<file path="config.mk">
export PLATFORM = sky130hd
export DESIGN_NAME = four_track_step_sequencer_unit
export DESIGN_NICKNAME = d
export VERILOG_FILES = /design/src/rtl/ftss_pkg.sv /design/src/rtl/ftss_cfg.sv /design/src/rtl/ftss_walk.sv /design/src/rtl/four_track_step_sequencer_unit.sv
export SDC_FILE = /design/constraint.sdc
export NUM_CORES = 1
export LEC_CHECK = 0
export BUFFER_PORTS_ARGS = -buffer_cell sky130_fd_sc_hd__clkbuf_2
export CORE_MARGIN = 5
export CORE_UTILIZATION = 65
export DETAILED_ROUTE_END_ITERATION = 8
export GPL_TIMING_DRIVEN = 1
export PLACE_DENSITY = 0.84
export SYNTH_ARGS = -nofsm -noshare
export SYNTH_HDL_FRONTEND = slang
export SYNTH_SLANG_ARGS = --single-unit
export TNS_END_PERCENT = 1
</file>
<file path="constraint.sdc">
create_clock -name clk -period 9.8 [get_ports clk]
set_input_delay 1.96 -clock clk [delete_from_list [all_inputs] [get_ports clk]]
set_output_delay 1.96 -clock clk [all_outputs]
set_load 0.01 [all_outputs]
</file>
<file path="src/rtl/ftss_pkg.sv">
// ----------------------------------------------------------------------------
// ftss_pkg - four-track step sequencer shared definitions
// Register indexes, step mode codes, widths, config bundle and FSM encoding.
// ----------------------------------------------------------------------------
package ftss_pkg;

    // Configuration port
    localparam int CFG_ADDR_W = 2;
    localparam int CFG_DATA_W = 16;

    localparam logic [CFG_ADDR_W-1:0] REG_STEP_MODES  = 2'd0;
    localparam logic [CFG_ADDR_W-1:0] REG_BACKWARD    = 2'd1;
    localparam logic [CFG_ADDR_W-1:0] REG_GUARD_TICKS = 2'd2;

    localparam logic [15:0] GUARD_TICKS_RST = 16'd48;

    // Step modes, two bits per step
    localparam logic [1:0] MODE_NORMAL  = 2'd0;
    localparam logic [1:0] MODE_SKIP    = 2'd1;
    localparam logic [1:0] MODE_RESTART = 2'd2;

    // Stream widths (whole bytes)
    localparam int IN_DATA_W  = 24;
    localparam int OUT_DATA_W = 24;

    typedef struct packed {
        logic [15:0] step_modes;
        logic [3:0]  backward;
        logic [15:0] guard_ticks;
    } cfg_t;

    typedef enum logic [3:0] {
        ST_IDLE  = 4'b0001,
        ST_TRACK = 4'b0010,
        ST_WALK  = 4'b0100,
        ST_DONE  = 4'b1000
    } state_t;

endpackage

</file>
<file path="src/rtl/ftss_cfg.sv">
// ----------------------------------------------------------------------------
// ftss_cfg - configuration register bank
// Write-only registers decoded from the plain write port.
// ----------------------------------------------------------------------------
module ftss_cfg
(
    input  logic                             clk,
    input  logic                             rst_n,
    input  logic                             cfg_wr_en,
    input  logic [ftss_pkg::CFG_ADDR_W-1:0]  cfg_addr,
    input  logic [ftss_pkg::CFG_DATA_W-1:0]  cfg_wr_data,
    output ftss_pkg::cfg_t                   cfg
);

    ftss_pkg::cfg_t cfg_reg;
    ftss_pkg::cfg_t cfg_next;

    always_comb
    begin
        cfg_next = cfg_reg;
        if (cfg_wr_en)
        begin
            case (cfg_addr)
                ftss_pkg::REG_STEP_MODES:  cfg_next.step_modes  = cfg_wr_data;
                ftss_pkg::REG_BACKWARD:    cfg_next.backward    = cfg_wr_data[3:0];
                ftss_pkg::REG_GUARD_TICKS: cfg_next.guard_ticks = cfg_wr_data;
                default:                   cfg_next = cfg_reg; // unused index
            endcase
        end
    end

    always_ff @(posedge clk or negedge rst_n)
    begin
        if (!rst_n)
        begin
            cfg_reg.step_modes  <= '0;
            cfg_reg.backward    <= '0;
            cfg_reg.guard_ticks <= ftss_pkg::GUARD_TICKS_RST;
        end
        else
        begin
            cfg_reg <= cfg_next;
        end
    end

    assign cfg = cfg_reg;

endmodule

</file>
<file path="src/rtl/ftss_walk.sv">
// ----------------------------------------------------------------------------
// ftss_walk - shared step walker
// One wrapping move forward or backward plus step mode lookups.
// ----------------------------------------------------------------------------
module ftss_walk
#(
    parameter  int NUM_STEPS = 8,
    localparam int SW        = $clog2(NUM_STEPS)
)
(
    input  logic [15:0]   step_modes,
    input  logic [SW-1:0] cur,
    input  logic          backward,
    output logic [SW-1:0] nxt,
    output logic          nxt_skip,
    output logic          cur_restart
);

    localparam logic [SW-1:0] LAST_STEP = SW'(NUM_STEPS - 1);

    // steps eight and up have no mode bits and read as normal
    function automatic logic [1:0] mode_of(input logic [15:0] modes, input logic [SW-1:0] s);
        logic [SW+3:0] se;
        logic [1:0]    m;
        se = {4'b0000, s};
        if (se[SW+3:3] != '0)
            m = ftss_pkg::MODE_NORMAL;
        else
            m = modes[{se[2:0], 1'b0} +: 2];
        return m;
    endfunction

    always_comb
    begin
        if (backward)
            nxt = (cur == '0) ? LAST_STEP : cur - 1'b1;
        else
            nxt = (cur == LAST_STEP) ? '0 : cur + 1'b1;
    end

    assign nxt_skip    = (mode_of(step_modes, nxt) == ftss_pkg::MODE_SKIP);
    assign cur_restart = (mode_of(step_modes, cur) == ftss_pkg::MODE_RESTART);

endmodule

</file>
<file path="src/rtl/four_track_step_sequencer_unit.sv">
// ----------------------------------------------------------------------------
// four_track_step_sequencer_unit - step sequencer tracks over a shared mode table
// Each tick visits the tracks in turn; a shared walker moves steps past skips.
// ----------------------------------------------------------------------------
//
//  Channel   Direction  Payload (low bit first)
//  s_axis    in         tick flags, one transaction per tick
//  m_axis    out        track steps, gates and step pulses, one per tick
//  cfg       in         write-only register port, no handshake
//
//  Walks  : a track whose clock rise needs a walk (no forced step, no
//           return-to-start step) hands over to the single shared walker,
//           which moves one step a cycle.
//  Reset  : rst_n clears all control and track state at once; no clearing
//           pass is needed.
//  Stalls : s_axis_tready is high only between ticks. A finished result sits
//           in the output register; the next tick is taken meanwhile and only
//           waits at its end if that result has not yet been taken.
// ----------------------------------------------------------------------------
module four_track_step_sequencer_unit
#(
    parameter int NUM_STEPS  = 8,
    parameter int NUM_TRACKS = 4
)
(
    input  logic                             clk,
    input  logic                             rst_n,
    // master_reset[0], track_reset[4:1], clock_rise[8:5], clock_fall[12:9],
    // direction_level[16:13], force_valid[17], force_index[20:18], zero pad
    input  logic [ftss_pkg::IN_DATA_W-1:0]   s_axis_tdata,
    input  logic                             s_axis_tvalid,
    output logic                             s_axis_tready,
    // step_track0[2:0], step_track1[5:3], step_track2[8:6], step_track3[11:9],
    // gates[15:12], step_pulses[23:16]
    output logic [ftss_pkg::OUT_DATA_W-1:0]  m_axis_tdata,
    output logic                             m_axis_tvalid,
    input  logic                             m_axis_tready,
    input  logic                             cfg_wr_en,
    input  logic [ftss_pkg::CFG_ADDR_W-1:0]  cfg_addr,
    input  logic [ftss_pkg::CFG_DATA_W-1:0]  cfg_wr_data
);

    localparam int SW = $clog2(NUM_STEPS);
    localparam int TW = (NUM_TRACKS > 1) ? $clog2(NUM_TRACKS) : 1;

    localparam logic [SW-1:0] LAST_STEP  = SW'(NUM_STEPS - 1);
    localparam logic [TW-1:0] LAST_TRACK = TW'(NUM_TRACKS - 1);

    // ------------------------------------------------------------------------
    // Configuration
    // ------------------------------------------------------------------------
    ftss_pkg::cfg_t cfg;

    ftss_cfg u_cfg
    (
        .clk         (clk),
        .rst_n       (rst_n),
        .cfg_wr_en   (cfg_wr_en),
        .cfg_addr    (cfg_addr),
        .cfg_wr_data (cfg_wr_data),
        .cfg         (cfg)
    );

    // ------------------------------------------------------------------------
    // State
    // ------------------------------------------------------------------------
    ftss_pkg::state_t state_reg, state_next;
    logic [TW-1:0]    idx_reg, idx_next;          // track being processed

    // latched tick
    logic             in_mrst_reg;
    logic [3:0]       in_trst_reg;
    logic [3:0]       in_rise_reg;
    logic [3:0]       in_fall_reg;
    logic [3:0]       in_dir_reg;
    logic             in_fvld_reg;
    logic [2:0]       in_fidx_reg;

    // track state
    logic [SW-1:0]    step_reg     [NUM_TRACKS];
    logic [SW-1:0]    step_next    [NUM_TRACKS];
    logic             pend_vld_reg [NUM_TRACKS];
    logic             pend_vld_next[NUM_TRACKS];
    logic [SW-1:0]    pend_idx_reg [NUM_TRACKS];
    logic [SW-1:0]    pend_idx_next[NUM_TRACKS];
    logic [15:0]      guard_reg    [NUM_TRACKS];
    logic [15:0]      guard_next   [NUM_TRACKS];
    logic [NUM_TRACKS-1:0] gate_reg, gate_next;
    logic [7:0]       pulse_reg, pulse_next;

    // walk sequencer
    logic [SW-1:0]    walk_s_reg, walk_s_next;
    logic [SW-1:0]    walk_cnt_reg, walk_cnt_next;
    logic             walk_back_reg, walk_back_next;

    // output register
    logic [ftss_pkg::OUT_DATA_W-1:0] m_data_reg, m_data_next;
    logic             m_valid_reg, m_valid_next;

    // ------------------------------------------------------------------------
    // Per-track flags; only tracks 0..3 have edge and direction inputs
    // ------------------------------------------------------------------------
    logic [NUM_TRACKS-1:0] trst_ext, rise_ext, fall_ext, back_ext;

    for (genvar t = 0; t < NUM_TRACKS; t++)
    begin : g_flags
        if (t < 4)
        begin : g_wired
            assign trst_ext[t] = in_trst_reg[t];
            assign rise_ext[t] = in_rise_reg[t];
            assign fall_ext[t] = in_fall_reg[t];
            assign back_ext[t] = in_dir_reg[t] | cfg.backward[t];
        end
        else
        begin : g_unwired
            assign trst_ext[t] = 1'b0;
            assign rise_ext[t] = 1'b0;
            assign fall_ext[t] = 1'b0;
            assign back_ext[t] = 1'b0;
        end
    end

    // forced step: out-of-range index drops the trigger
    logic            force_ok;
    logic [SW+2:0]   fidx_wide;
    assign fidx_wide = {SW'(0), in_fidx_reg};
    assign force_ok  = in_fvld_reg && ({29'd0, in_fidx_reg} < 32'(NUM_STEPS));

    // ------------------------------------------------------------------------
    // Shared walker: current step of the track in TRACK, walk pointer in WALK
    // ------------------------------------------------------------------------
    logic [SW-1:0] walk_cur, walk_nxt;
    logic          walk_dir, walk_skip, cur_restart;

    assign walk_cur = (state_reg == ftss_pkg::ST_WALK) ? walk_s_reg : step_reg[idx_reg];
    assign walk_dir = (state_reg == ftss_pkg::ST_WALK) ? walk_back_reg : back_ext[idx_reg];

    ftss_walk #(.NUM_STEPS(NUM_STEPS)) u_walk
    (
        .step_modes  (cfg.step_modes),
        .cur         (walk_cur),
        .backward    (walk_dir),
        .nxt         (walk_nxt),
        .nxt_skip    (walk_skip),
        .cur_restart (cur_restart)
    );

    // pulse bit for a step; steps eight and up light nothing
    function automatic logic [7:0] pulse_of(input logic [SW-1:0] s);
        logic [SW+3:0] se;
        logic [7:0]    p;
        se = {4'b0000, s};
        if (se[SW+3:3] != '0)
            p = 8'd0;
        else
            p = 8'd1 << se[2:0];
        return p;
    endfunction

    // ------------------------------------------------------------------------
    // Result packing from the committed track state
    // ------------------------------------------------------------------------
    logic [2:0]              step3 [4];
    logic [NUM_TRACKS+3:0]   gate_wide;

    for (genvar k = 0; k < 4; k++)
    begin : g_out
        if (k < NUM_TRACKS)
        begin : g_live
            logic [SW+2:0] sw_wide;
            assign sw_wide  = {3'b000, step_reg[k]};
            assign step3[k] = sw_wide[2:0];
        end
        else
        begin : g_dead
            assign step3[k] = 3'b000;
        end
    end

    assign gate_wide = {4'b0000, gate_reg};

    // ------------------------------------------------------------------------
    // Sequencer
    // ------------------------------------------------------------------------
    logic          g_zero, g_end, rst_t, is_t0;
    logic [15:0]   g_dec;
    logic          commit_en, adv_en, out_load;
    logic [SW-1:0] commit_val;

    assign g_zero = (guard_reg[idx_reg] == 16'd0);
    assign g_end  = (guard_reg[idx_reg] == 16'd1);
    assign g_dec  = guard_reg[idx_reg] - 16'd1;
    assign rst_t  = in_mrst_reg | trst_ext[idx_reg];  // master or track reset wins over clock and force inputs
    assign is_t0  = (idx_reg == '0);

    always_comb
    begin
        state_next     = state_reg;
        idx_next       = idx_reg;
        step_next      = step_reg;
        pend_vld_next  = pend_vld_reg;
        pend_idx_next  = pend_idx_reg;
        guard_next     = guard_reg;
        gate_next      = gate_reg;
        pulse_next     = pulse_reg;
        walk_s_next    = walk_s_reg;
        walk_cnt_next  = walk_cnt_reg;
        walk_back_next = walk_back_reg;
        commit_en      = 1'b0;
        commit_val     = walk_nxt;
        adv_en         = 1'b0;
        out_load       = 1'b0;

        case (state_reg)
            ftss_pkg::ST_IDLE:
            begin
                if (s_axis_tvalid)
                begin
                    state_next = ftss_pkg::ST_TRACK;
                    idx_next   = '0;
                end
            end

            ftss_pkg::ST_TRACK:
            begin
                adv_en = 1'b1;
                if (rst_t)
                begin
                    // a reset during the guard only ticks the guard down
                    if (!g_zero)
                    begin
                        guard_next[idx_reg] = g_dec;
                    end
                    else
                    begin
                        gate_next[idx_reg]     = 1'b0;
                        step_next[idx_reg]     = '0;
                        pend_vld_next[idx_reg] = 1'b0;
                        guard_next[idx_reg]    = cfg.guard_ticks;
                        if (is_t0)
                            pulse_next = 8'd1;
                    end
                end
                else if (!g_zero)
                begin
                    guard_next[idx_reg] = g_dec;
                    if (g_end)
                    begin
                        gate_next[idx_reg] = 1'b0;
                        if (is_t0)
                            pulse_next = 8'd0;
                    end
                end
                else
                begin
                    if (force_ok)
                    begin
                        pend_vld_next[idx_reg] = 1'b1;
                        pend_idx_next[idx_reg] = fidx_wide[SW-1:0];
                    end
                    if (rise_ext[idx_reg])
                    begin
                        if (force_ok || pend_vld_reg[idx_reg])
                        begin
                            commit_en              = 1'b1;
                            commit_val             = force_ok ? fidx_wide[SW-1:0]
                                                              : pend_idx_reg[idx_reg];
                            pend_vld_next[idx_reg] = 1'b0;
                        end
                        else if (cur_restart)
                        begin
                            commit_en  = 1'b1;
                            commit_val = back_ext[idx_reg] ? LAST_STEP : '0;
                        end
                        else
                        begin
                            // hand over to the walker, one move a cycle
                            adv_en         = 1'b0;
                            walk_s_next    = step_reg[idx_reg];
                            walk_cnt_next  = '0;
                            walk_back_next = back_ext[idx_reg];
                            state_next     = ftss_pkg::ST_WALK;
                        end
                    end
                    else if (fall_ext[idx_reg])
                    begin
                        gate_next[idx_reg] = 1'b0;
                        if (is_t0)
                            pulse_next = 8'd0;
                    end
                end
            end

            ftss_pkg::ST_WALK:
            begin
                // stop on a non-skip step, or after a full lap of skips
                if (!walk_skip || (walk_cnt_reg == LAST_STEP))
                begin
                    commit_en  = 1'b1;
                    commit_val = walk_nxt;
                    adv_en     = 1'b1;
                end
                else
                begin
                    walk_s_next   = walk_nxt;
                    walk_cnt_next = walk_cnt_reg + 1'b1;
                end
            end

            ftss_pkg::ST_DONE:
            begin
                if (!m_valid_reg || m_axis_tready)
                begin
                    out_load   = 1'b1;
                    state_next = ftss_pkg::ST_IDLE;
                end
            end

            default:
            begin
                state_next = ftss_pkg::ST_IDLE;
            end
        endcase

        // clock rise: new step, gate high, pulse bit ORed in for track 0
        if (commit_en)
        begin
            step_next[idx_reg] = commit_val;
            gate_next[idx_reg] = 1'b1;
            if (is_t0)
                pulse_next = pulse_reg | pulse_of(commit_val);
        end

        if (adv_en)
        begin
            if (idx_reg == LAST_TRACK)
            begin
                state_next = ftss_pkg::ST_DONE;
            end
            else
            begin
                idx_next   = idx_reg + 1'b1;
                state_next = ftss_pkg::ST_TRACK;
            end
        end
    end

    // output register
    always_comb
    begin
        m_data_next  = m_data_reg;
        m_valid_next = m_valid_reg;
        if (out_load)
        begin
            m_data_next  = {pulse_reg, gate_wide[3:0], step3[3], step3[2], step3[1], step3[0]};
            m_valid_next = 1'b1;
        end
        else if (m_axis_tready)
        begin
            m_valid_next = 1'b0;
        end
    end

    always_ff @(posedge clk or negedge rst_n)
    begin
        if (!rst_n)
        begin
            state_reg     <= ftss_pkg::ST_IDLE;
            idx_reg       <= '0;
            gate_reg      <= '0;
            pulse_reg     <= '0;
            walk_cnt_reg  <= '0;
            m_valid_reg   <= 1'b0;
            for (int t = 0; t < NUM_TRACKS; t++)
            begin
                step_reg[t]     <= '0;
                pend_vld_reg[t] <= 1'b0;
                guard_reg[t]    <= '0;
            end
        end
        else
        begin
            state_reg     <= state_next;
            idx_reg       <= idx_next;
            gate_reg      <= gate_next;
            pulse_reg     <= pulse_next;
            walk_cnt_reg  <= walk_cnt_next;
            m_valid_reg   <= m_valid_next;
            step_reg      <= step_next;
            pend_vld_reg  <= pend_vld_next;
            guard_reg     <= guard_next;
        end
    end

    // payload registers
    always_ff @(posedge clk)
    begin
        if (s_axis_tvalid && s_axis_tready)
        begin
            in_mrst_reg <= s_axis_tdata[0];
            in_trst_reg <= s_axis_tdata[4:1];
            in_rise_reg <= s_axis_tdata[8:5];
            in_fall_reg <= s_axis_tdata[12:9];
            in_dir_reg  <= s_axis_tdata[16:13];
            in_fvld_reg <= s_axis_tdata[17];
            in_fidx_reg <= s_axis_tdata[20:18];
        end
        pend_idx_reg  <= pend_idx_next;
        walk_s_reg    <= walk_s_next;
        walk_back_reg <= walk_back_next;
        m_data_reg    <= m_data_next;
    end

    assign s_axis_tready = (state_reg == ftss_pkg::ST_IDLE);
    assign m_axis_tvalid = m_valid_reg;
    assign m_axis_tdata  = m_data_reg;

    // ------------------------------------------------------------------------
    // Assertions
    // ------------------------------------------------------------------------
    a_accept_starts_track0: assert property (@(posedge clk) disable iff (!rst_n)
        (s_axis_tvalid && s_axis_tready) |=> (state_reg == ftss_pkg::ST_TRACK) && (idx_reg == '0))
        else $error("tick accepted but track walk did not start at track 0");

    a_done_delivers: assert property (@(posedge clk) disable iff (!rst_n)
        ((state_reg == ftss_pkg::ST_DONE) && (!m_valid_reg || m_axis_tready)) |=> m_valid_reg)
        else $error("finished tick not presented on the output");

    a_walk_not_restart: assert property (@(posedge clk) disable iff (!rst_n)
        (state_reg == ftss_pkg::ST_WALK) |-> !cur_restart)
        else $error("walk started from a return-to-start step");

    a_pend_no_guard: assert property (@(posedge clk) disable iff (!rst_n)
        pend_vld_reg[0] |-> (guard_reg[0] == 16'd0))
        else $error("track 0 holds a forced step while its guard runs");

endmodule

</file>
==> results of run 1 <==
## power breakdown
| part | switching, mW | internal (mW) |
|---|---|---|
| logic | 0.694 | 0.445 |
| registers | 0.136 | 1.07 |
| clock network | 0.314 | 0.356 |
## cell usage after synthesis (10+ instances only)
library cell and n:
mux4_2 27, mux2i_1 14, mux2_2 38, nor2_1 40, dfrtp_1 135, a21oi_1 39
edfxtp_1 61, inv_1 23, clkbuf_1 26, ha_1 13, a31oi_1 23, nand3_1 14
o21ai_0 78, nor3_1 10, nor2b_1 13, nand2_1 109
## worst reg2reg max path: stages, from the launching register on
cell and delay [ns]:
dfrtp_2 0.63, buf_4 0.47, mux4_2 0.75, mux2i_4 0.30, ha_1 0.21, ha_1 0.31, nor3b_1 0.11, a31oi_1 0.19
o21a_1 0.15, o221ai_1 0.11, a41oi_1 0.24, o41a_1 0.32, o21ai_1 0.29, or4b_1 0.60, a21oi_1 0.19
## cells by family (layout without fill, tap and decap cells)
| logic type | count (synthesis) | after routing | share of synthesized area |
|---|---|---|---|
| fa+ha+maj | 13 | 13 | 0.01730 |
| buf+inv | 65 | 129 | 0.02994 |
| mux | 81 | 81 | 0.1287 |
| flops | 199 | 199 | 0.5626 |
| compound gates | 185 | 185 | 0.1174 |
| xor+xnor | 13 | 13 | 0.01211 |
| simple gates | 248 | 248 | 0.1320 |
## metal layers
| layer | track usage | wire (µm) | vias up |
|---|---|---|---|
| met4 | 0.09230 | 405 | 0 |
| met2 | 0.4240 | 10440 | 295 |
| li1 | - | - | 3051 |
| met3 | 0.05567 | 1577 | 44 |
| met1 | 0.3514 | 8439 | 3353 |
| met5 | 0 | 0 | - |
## placed cells by master (no fill, tap or decap), drive strengths merged, types with 15 or more instances in the layout
cell type	instances
mux2	39
mux2i	15
clkbuf	85
dfrtp	135
a21oi	39
edfxtp	61
nor2	40
nand2	109
a31oi	23
mux4	27
inv	31
o21ai	82
## layout make-up
cell class              instances  area, µm²
inverters                      24      90.09
clock inverters                15      141.4
well taps                     184      230.2
flip-flops and latches        199       5290
multi-input cells             540       3839
clock buffers                  17      425.4
fillers                       911       3975
repair buffers                 73      377.9
## final timing paths
check,startpoint,end,slack [ns],cells after the start
worst max-delay path,idx_reg[0],pulse_reg[4],4.85,14
worst min-delay path,pulse_reg[4],m_axis_tdata[20],0.45,0
worst max register to register,idx_reg[0],pulse_reg[4],4.85,14
worst min register to register,pulse_reg[4],m_axis_tdata[20],0.45,0
max in group asynchronous,rst_n,gate_reg[2],6.74,2
min in group asynchronous,rst_n,guard_reg[50],1.64,1
==> results.yml, run 1 <==
worst_setup_path:
  crit_path_max_fanout: 20
  endpoint_kind: "flip-flop"
  crit_path_frequent_cell: "ha_1"
  critPathMaxStageDelay_ns: 0.73
  worstPathArrival_ns: 5.31
  slowest_stage: "mux4_2"
  path_cells: "buf_4 -> mux4_2 -> mux2i_4 -> ha_1 -> ha_1 -> nor3b_1 -> a31oi_1 -> o21a_1 -> o221ai_1 -> a41oi_1 -> o41a_1 -> o21ai_1 -> or4b_1 -> a21oi_1"
  cp-start-kind: "flip-flop"
  cp_top_family: "compound AO/OA/AOI/OAI gates"
  setup.worst_path.class: "reg2reg"
  worst_ep_required_time_ns: 10.16
  critPathBufInv: 1
yosys:
  yosys.area.top_type: "dfrtp_1"
  yosys_warnings: 0
  synth-seq-cells: 199
  yosysTopAreaCellShare: 0.3593
  ys.flop_type: "dfrtp_1"
  yosysSeqAreaShare: 0.5625
  synth-edff-count: 61
  async_reset_ff_frac: 0.6935
  synth.top_cells.by_area: "dfrtp_1 36%, edfxtp_1 19%, mux4_2 6.5%, mux2_2 4.6%, nand2_1 4.4%"
  synth_area_per_cell_um2: 11.69
  syn_nets: 864
  synth_area_mm2: 0.009402
  synthDistinctLibCells: 66
  syn_inst: 804
drt:
  drt_iter0_markers: 653
  drc_errors: 0
  via_per_inst: 6.410
  routed_wl_um: 20860
  wl_per_cell_um: 19.83
  firstDrtPassIters: 5
  num_vias: 6743
  ant_nets: 0
cells_and_area:
  nets: 915
  largest_reg_flops: 64
  drive_above_1_share: 0.2177
  finalInstanceArea_mm2: 0.01039
  synthToLayoutAreaGrowth_pct: 10.55
  postLayoutCoreUtil: 0.7234
  instances_no_fill: 1052
  antenna_cells: 0
power_and_ir_drop:
  worst_ir_drop_vdd_v: 0.0001636
  p_leak_nw: 4.399
  powerDensity_mw_per_mm2: 290.1
  power.total_mw: 3.016
floorplan:
  start_util: 0.6543
  ios: 73
  dieArea_mm2: 0.01697
  die_y_um: 130.3
  row_count: 44
  chipWidth_um: 130.3
  core_area_mm2: 0.01437
placement:
  io_buffer_count: 69
  dpl_worst_slack_ns: 4.938
  dp_hpwl_um: 14510
  placed_area_mm2: 0.009827
  place_congestion: 0.9498
  post-place-cells: 1020
sta:
  timing.hold.ws_ns: 0.4516
  worst_slack_ns: 4.849
  slew_violations: 0
  relSlewSlack: 0.1523
  fin_skew_ns: 0.009155
  fmax_ghz: 0.2020
  layout_worst_path_cycle_share: 0.5052
  setup_viol: 0
  hold_viol: 0
  rsz0062_at_grt: "no"
  fin_tns_setup_ns: 0
  min_period_ns: 4.951
  worst_pin_slew_ns: 1.268
clock_tree:
  cts-resized-gates: 0
  cts_tree: "built"
  cts_buffer_depth: 2
  clkSinkCount: 199
  cts-root-buf: "clkbuf_16"
  clk-insertion-delay-late_ns: 0.44
  clk_pin_slew_worst_paths_ns: 0.07
  h-tree-depth: 4
  cts_hold_repair.buffers: 0
  cts_setup_buffers: 0
  cts_buffers: 17
global_routing:
  grt_pass1_wl_um: 34090
  antenna_found_initial: 0
  grt_max_degree: 72
  grt.overflow.total: 0
  grt_pass1_vias: 6819
  grt_usage: 0.2605
status:
  status: "completed"
worst_hold_path:
  holdCritPathClass: "reg2reg"
job:
  drv_cap: 0
No activity file was read; power rests on OpenSTA's default activity.
==> run 2, diff against run 1 <==
- CORE_UTILIZATION: 65 -> 54
- PLACE_DENSITY: 0.84 -> 0.75
- clock period: 9.8 -> 4.5 ns (I/O delays scaled with it)
==> results.yml, run 2 (synthesized netlist as in run 1, its figures left out) <==
status:
  status: "completed"
sta:
  layout_worst_path_cycle_share: 0.9153
  setup_viol: 0
  worst_pin_slew_ns: 1.176
  min_period_ns: 4.119
  fin_tns_setup_ns: 0
  fmax_ghz: 0.2428
  hold_viol: 0
  relSlewSlack: 0.2154
  rsz0062_at_grt: "no"
  slew_violations: 0
  fin_skew_ns: 0.01036
drt:
  routed_wl_um: 21040
  drt_iter0_markers: 497
  ant_nets: 0
  num_vias: 6515
  via_per_inst: 5.891
  wl_met2_um: 10220
  wl_met1_um: 9211
  wl_per_cell_um: 19.02
  drc_errors: 0
  firstDrtPassIters: 5
  top_layer: "met4"
  dr_wl_met3_um: 1304
clock_tree:
  cts_buffers: 17
  cts_setup_buffers: 0
  h-tree-depth: 4
  cts_tree: "built"
  clkSinkCount: 199
  clk-insertion-delay-late_ns: 0.44
  cts-root-buf: "clkbuf_16"
  clk_pin_slew_worst_paths_ns: 0.07
  cts_buffer_depth: 2
cells_and_area:
  postLayoutCoreUtil: 0.6156
  finalInstanceArea_mm2: 0.01057
  layout_common_cells: "134 x dfrtp_1, 109 x nand2_1, 78 x o21ai_0, 68 x clkbuf_2, 61 x edfxtp_1"
  synthToLayoutAreaGrowth_pct: 12.47
  final_common_cell: "dfrtp_1"
  drive_above_1_share: 0.2281
  largest_reg_flops: 64
  nFillCells: 1400
  nets: 928
  antenna_cells: 0
global_routing:
  grt.overflow.total: 0
  grt_usage: 0.2181
  grt_pass1_vias: 6613
  antenna_found_initial: 0
  grt_max_degree: 56
  grt_pass1_wl_um: 34480
power_and_ir_drop:
  powerDensity_mw_per_mm2: 624.1
  power_frac_seq: 0.398
  p_sw_frac: 0.3737
  worst_ir_drop_vdd_v: 0.0003315
  clockPowerShare: 0.222
  intPower_mw: 4.133
  power.total_mw: 6.600
  power_switching_mw: 2.467
  pwr-share-comb: 0.379
  p_leak_nw: 4.465
placement:
  placed_area_mm2: 0.01000
  place_congestion: 0.9120
  dp_hpwl_um: 14650
  io_buffer_count: 69
worst_setup_path:
  path_cells: "mux4_2 -> mux2i_4 -> inv_2 -> ha_1 -> ha_1 -> nand2b_1 -> mux2_2 -> o2bb2ai_1 -> o41a_1 -> a21o_1 -> o21bai_1 -> inv_1"
  crit_path_max_fanout: 11
  worstPathArrival_ns: 4.25
  critPathMaxStageDelay_ns: 0.62
  crit_path_frequent_cell: "ha_1"
  endpoint_kind: "flip-flop"
  crit_start: "idx_reg[0]"
  r2r_end: "walk_s_reg[2]"
  reg2reg_slack_ns: 0.38
  critPathBufInv: 2
  cp-start-kind: "flip-flop"
  r2r-start: "idx_reg[0]"
  slowest_stage: "mux4_2"
  r2r_cells: 12
  cp_top_family: "multiplexers"
  setup.worst_path.class: "reg2reg"
  worst_ep_required_time_ns: 4.63
floorplan:
  start_util: 0.5473
  chipWidth_um: 141.9
  row_count: 48
  core_area_mm2: 0.01718
  die_y_um: 141.9
  dieArea_mm2: 0.02015
  ios: 73
job:
  drv_cap: 0
worst_hold_path:
  holdCritPathClass: "in2async"
-- run 2: changes by cell type in the layout (fill, tap and decap cells not counted) --
cell	before	now
buf_6	0	1
clkbuf_1	0	1
clkbuf_8	0	1
o21ai_2	0	1
inv_8	1	0
dfrtp_2	1	0
o21ai_1	4	3
inv_6	6	5
clkinv_2	3	2
buf_4	5	15
buf_12	0	2
dfrtp_4	0	1
clkinv_1	0	1
-- run 2: cell type report --
cell class	instances	area, µm²	area share
repair buffers	86	504.2	0.04769
flip-flops and latches	199	5293	0.5005
inverters	24	90.09	0.008520
clock inverters	13	120.1	0.01136
multi-input cells	540	3842	0.3634
clock buffers	19	442.9	0.04189
well taps	225	281.5	0.02662
-- run 2: power groups by stage --
stage	combinational, mW	clock (mW)	sequential [mW]
floorplan	1.92	0	2.52
global placement	2.40	0	2.64
detailed placement	2.46	0	2.66
CTS	2.48	1.49	2.63
global route	2.78	1.57	2.68
finish	2.50	1.47	2.63
-- run 2: metal layers --
| layer | GRT usage | vias to the layer above |
|---|---|---|
| li1 | - | 3068 |
| met4 | 0.06970 | 0 |
| met5 | 0 | - |
| met1 | 0.3027 | 3198 |
| met2 | 0.3487 | 221 |
| met3 | 0.04637 | 28 |
-- run 2: what timing repair did --
item | in CTS | in global routing
setup endpoints to repair | 0 | 4
hold buffers | 0 | 0
gates resized for setup | 0 | 2
-- run 2: stage by stage --
step,hold WS [ns],std cells,worst slack [ns]
after floorplan,0.4186,804,0.6599
after global placement,0.4374,1074,0.3449
after detailed placement,0.4390,1074,0.2836
after CTS,0.3348,1106,0.2454
after global routing,0.3591,1106,0.1241
final,0.3368,1106,0.3812
-- run 2: worst max-delay path by stage --
stage / slack, ns / cells after the start / end
floorplan: 0.66 / 16 / walk_s_reg[0]
global placement: 0.34 / 12 / pulse_reg[3]
detailed placement: 0.28 / 13 / pulse_reg[1]
CTS: 0.25 / 12 / pulse_reg[7]
global route: 0.12 / 13 / pulse_reg[4]
finish: 0.38 / 12 / walk_s_reg[2]
==> run 3, diff against run 2 <==
- HOLD_SLACK_MARGIN: not set -> 0.12
- PLACE_DENSITY: 0.75 -> 0.87
==> results.yml, run 3 (synthesized netlist as in run 1, its figures left out) <==
clock_tree:
  cts-root-buf: "clkbuf_16"
  clk-insertion-delay-late_ns: 0.44
  cts_tree: "built"
  clk_pin_slew_worst_paths_ns: 0.07
  cts_buffer_depth: 2
  h-tree-depth: 4
  cts_buffers: 17
  clkSinkCount: 199
job:
  drv_cap: 0
cells_and_area:
  final-seq-area_mm2: 0.005293
  nets: 930
  drive_above_1_share: 0.2288
  final_common_cell: "dfrtp_1"
  multiInputGateArea_mm2: 0.003839
  antenna_cells: 0
  largest_reg_flops: 64
  synthToLayoutAreaGrowth_pct: 12.16
  layout_common_cells: "134 x dfrtp_1, 109 x nand2_1, 78 x o21ai_0, 68 x clkbuf_2, 61 x edfxtp_1"
  nFillCells: 1332
drt:
  num_vias: 6799
  drc_errors: 0
  via_per_inst: 6.136
  firstDrtPassIters: 6
  ant_nets: 0
  drt_iter0_markers: 897
  routed_wl_um: 21670
  wl_per_cell_um: 19.56
sta:
  relSlewSlack: 0.2171
  fin_tns_setup_ns: 0
  setup_viol: 0
  hold_viol: 0
  worst_pin_slew_ns: 1.173
  fmax_ghz: 0.2362
  min_period_ns: 4.234
  fin_skew_ns: 0.01151
  slew_violations: 0
  layout_worst_path_cycle_share: 0.9409
  timing.hold.ws_ns: 0.4603
  rsz0062_at_grt: "no"
global_routing:
  grtUsageMet3: 0.05376
  grt_usage: 0.2196
  grt_max_degree: 87
  grt.overflow.total: 0
  antenna_found_initial: 0
  met1_usage: 0.3041
  grt-busiest-layer: "met2"
  gr-usage-met2: 0.3515
  grt_pass1_wl_um: 35050
  grt_pass1_vias: 6639
placement:
  place_congestion: 0.9488
  dp_hpwl_um: 14780
  io_buffer_count: 69
worst_setup_path:
  setup.worst_path.class: "reg2reg"
  cp-start-kind: "flip-flop"
  crit_path_max_fanout: 12
  worstPathArrival_ns: 4.56
  reg2reg_slack_ns: 0.27
  worst_ep_required_time_ns: 4.83
  endpoint_kind: "flip-flop"
power_and_ir_drop:
  power.total_mw: 6.636
  powerDensity_mw_per_mm2: 629.3
  worst_ir_drop_vdd_v: 0.0002876
  p_leak_nw: 4.449
floorplan:
  start_util: 0.5473
  chipWidth_um: 141.9
  core_area_mm2: 0.01718
  dieArea_mm2: 0.02015
  row_count: 48
  die_y_um: 141.9
  ios: 73
worst_hold_path:
  holdCritPathClass: "reg2reg"
status:
  status: "completed"
==> run 3: power by group <==
part           internal [mW]  switching (mW)
clock                  0.723           0.715
sequential              2.33           0.308
combinational           1.02            1.54
==> run 3: per-stage QoR <==
step | setup slack (ns) | cells | cell area [µm²] | utilization
6_report | 0.2661 | 1108 | 10550 | 0.6139
5_1_grt | 0.05415 | 1108 | 10550 | 0.6139
4_1_cts | 0.2891 | 1108 | 10540 | 0.6138
3_5_place_dp | 0.3599 | 1076 | 9995 | 0.5819
3_3_place_gp | 0.3965 | 1076 | 9995 | 0.5819
2_1_floorplan | 0.6599 | 804 | 9402 | -
==> run 3: final timing paths <==
| kind | startpoint | cells after the start | end |
|---|---|---|---|
| worst max-delay path | idx_reg[0] | 12 | pulse_reg[7] |
| worst min-delay path | pulse_reg[1] | 0 | m_axis_tdata[17] |
| worst max register to register | idx_reg[0] | 12 | pulse_reg[7] |
| worst min register to register | pulse_reg[1] | 0 | m_axis_tdata[17] |
| max in group asynchronous | rst_n | 2 | g_out[0].g_live.sw_wide[0] |
| min in group asynchronous | rst_n | 1 | u_cfg.cfg[6] |
==> run 3: what timing repair did <==
action	4_1_cts	5_1_grt
resized for setup	0	1
setup endpoints to repair	0	1
hold buffers	0	0
setup buffers	0	0
==> run 3: per-layer routing <==
layer	part of all wire	routed length (µm)
met5	0	0
met3	0.078	1687
met4	0.016	342
met2	0.49	10650
met1	0.41	8985
==> run 3: critical path: stages, from the launching register on <==
cell       delay [ns]
dfrtp_4          0.58
mux4_2           0.63
mux2i_4          0.28
inv_2            0.14
ha_1             0.22
ha_1             0.27
nand2b_1         0.23
mux2_2           0.25
o2bb2ai_1        0.07
o41a_1           0.46
o21ai_1          0.63
nor4_1           0.15
o21a_1           0.20
==> run 3: cell type report <==
class / instances / area share
timing repair buffer: 88 / 0.04687
tap: 225 / 0.02670
clock buffer: 18 / 0.04070
clock inverter: 14 / 0.01127
sequential: 199 / 0.5019
inverter: 24 / 0.008543
multi-input combinational: 540 / 0.3640
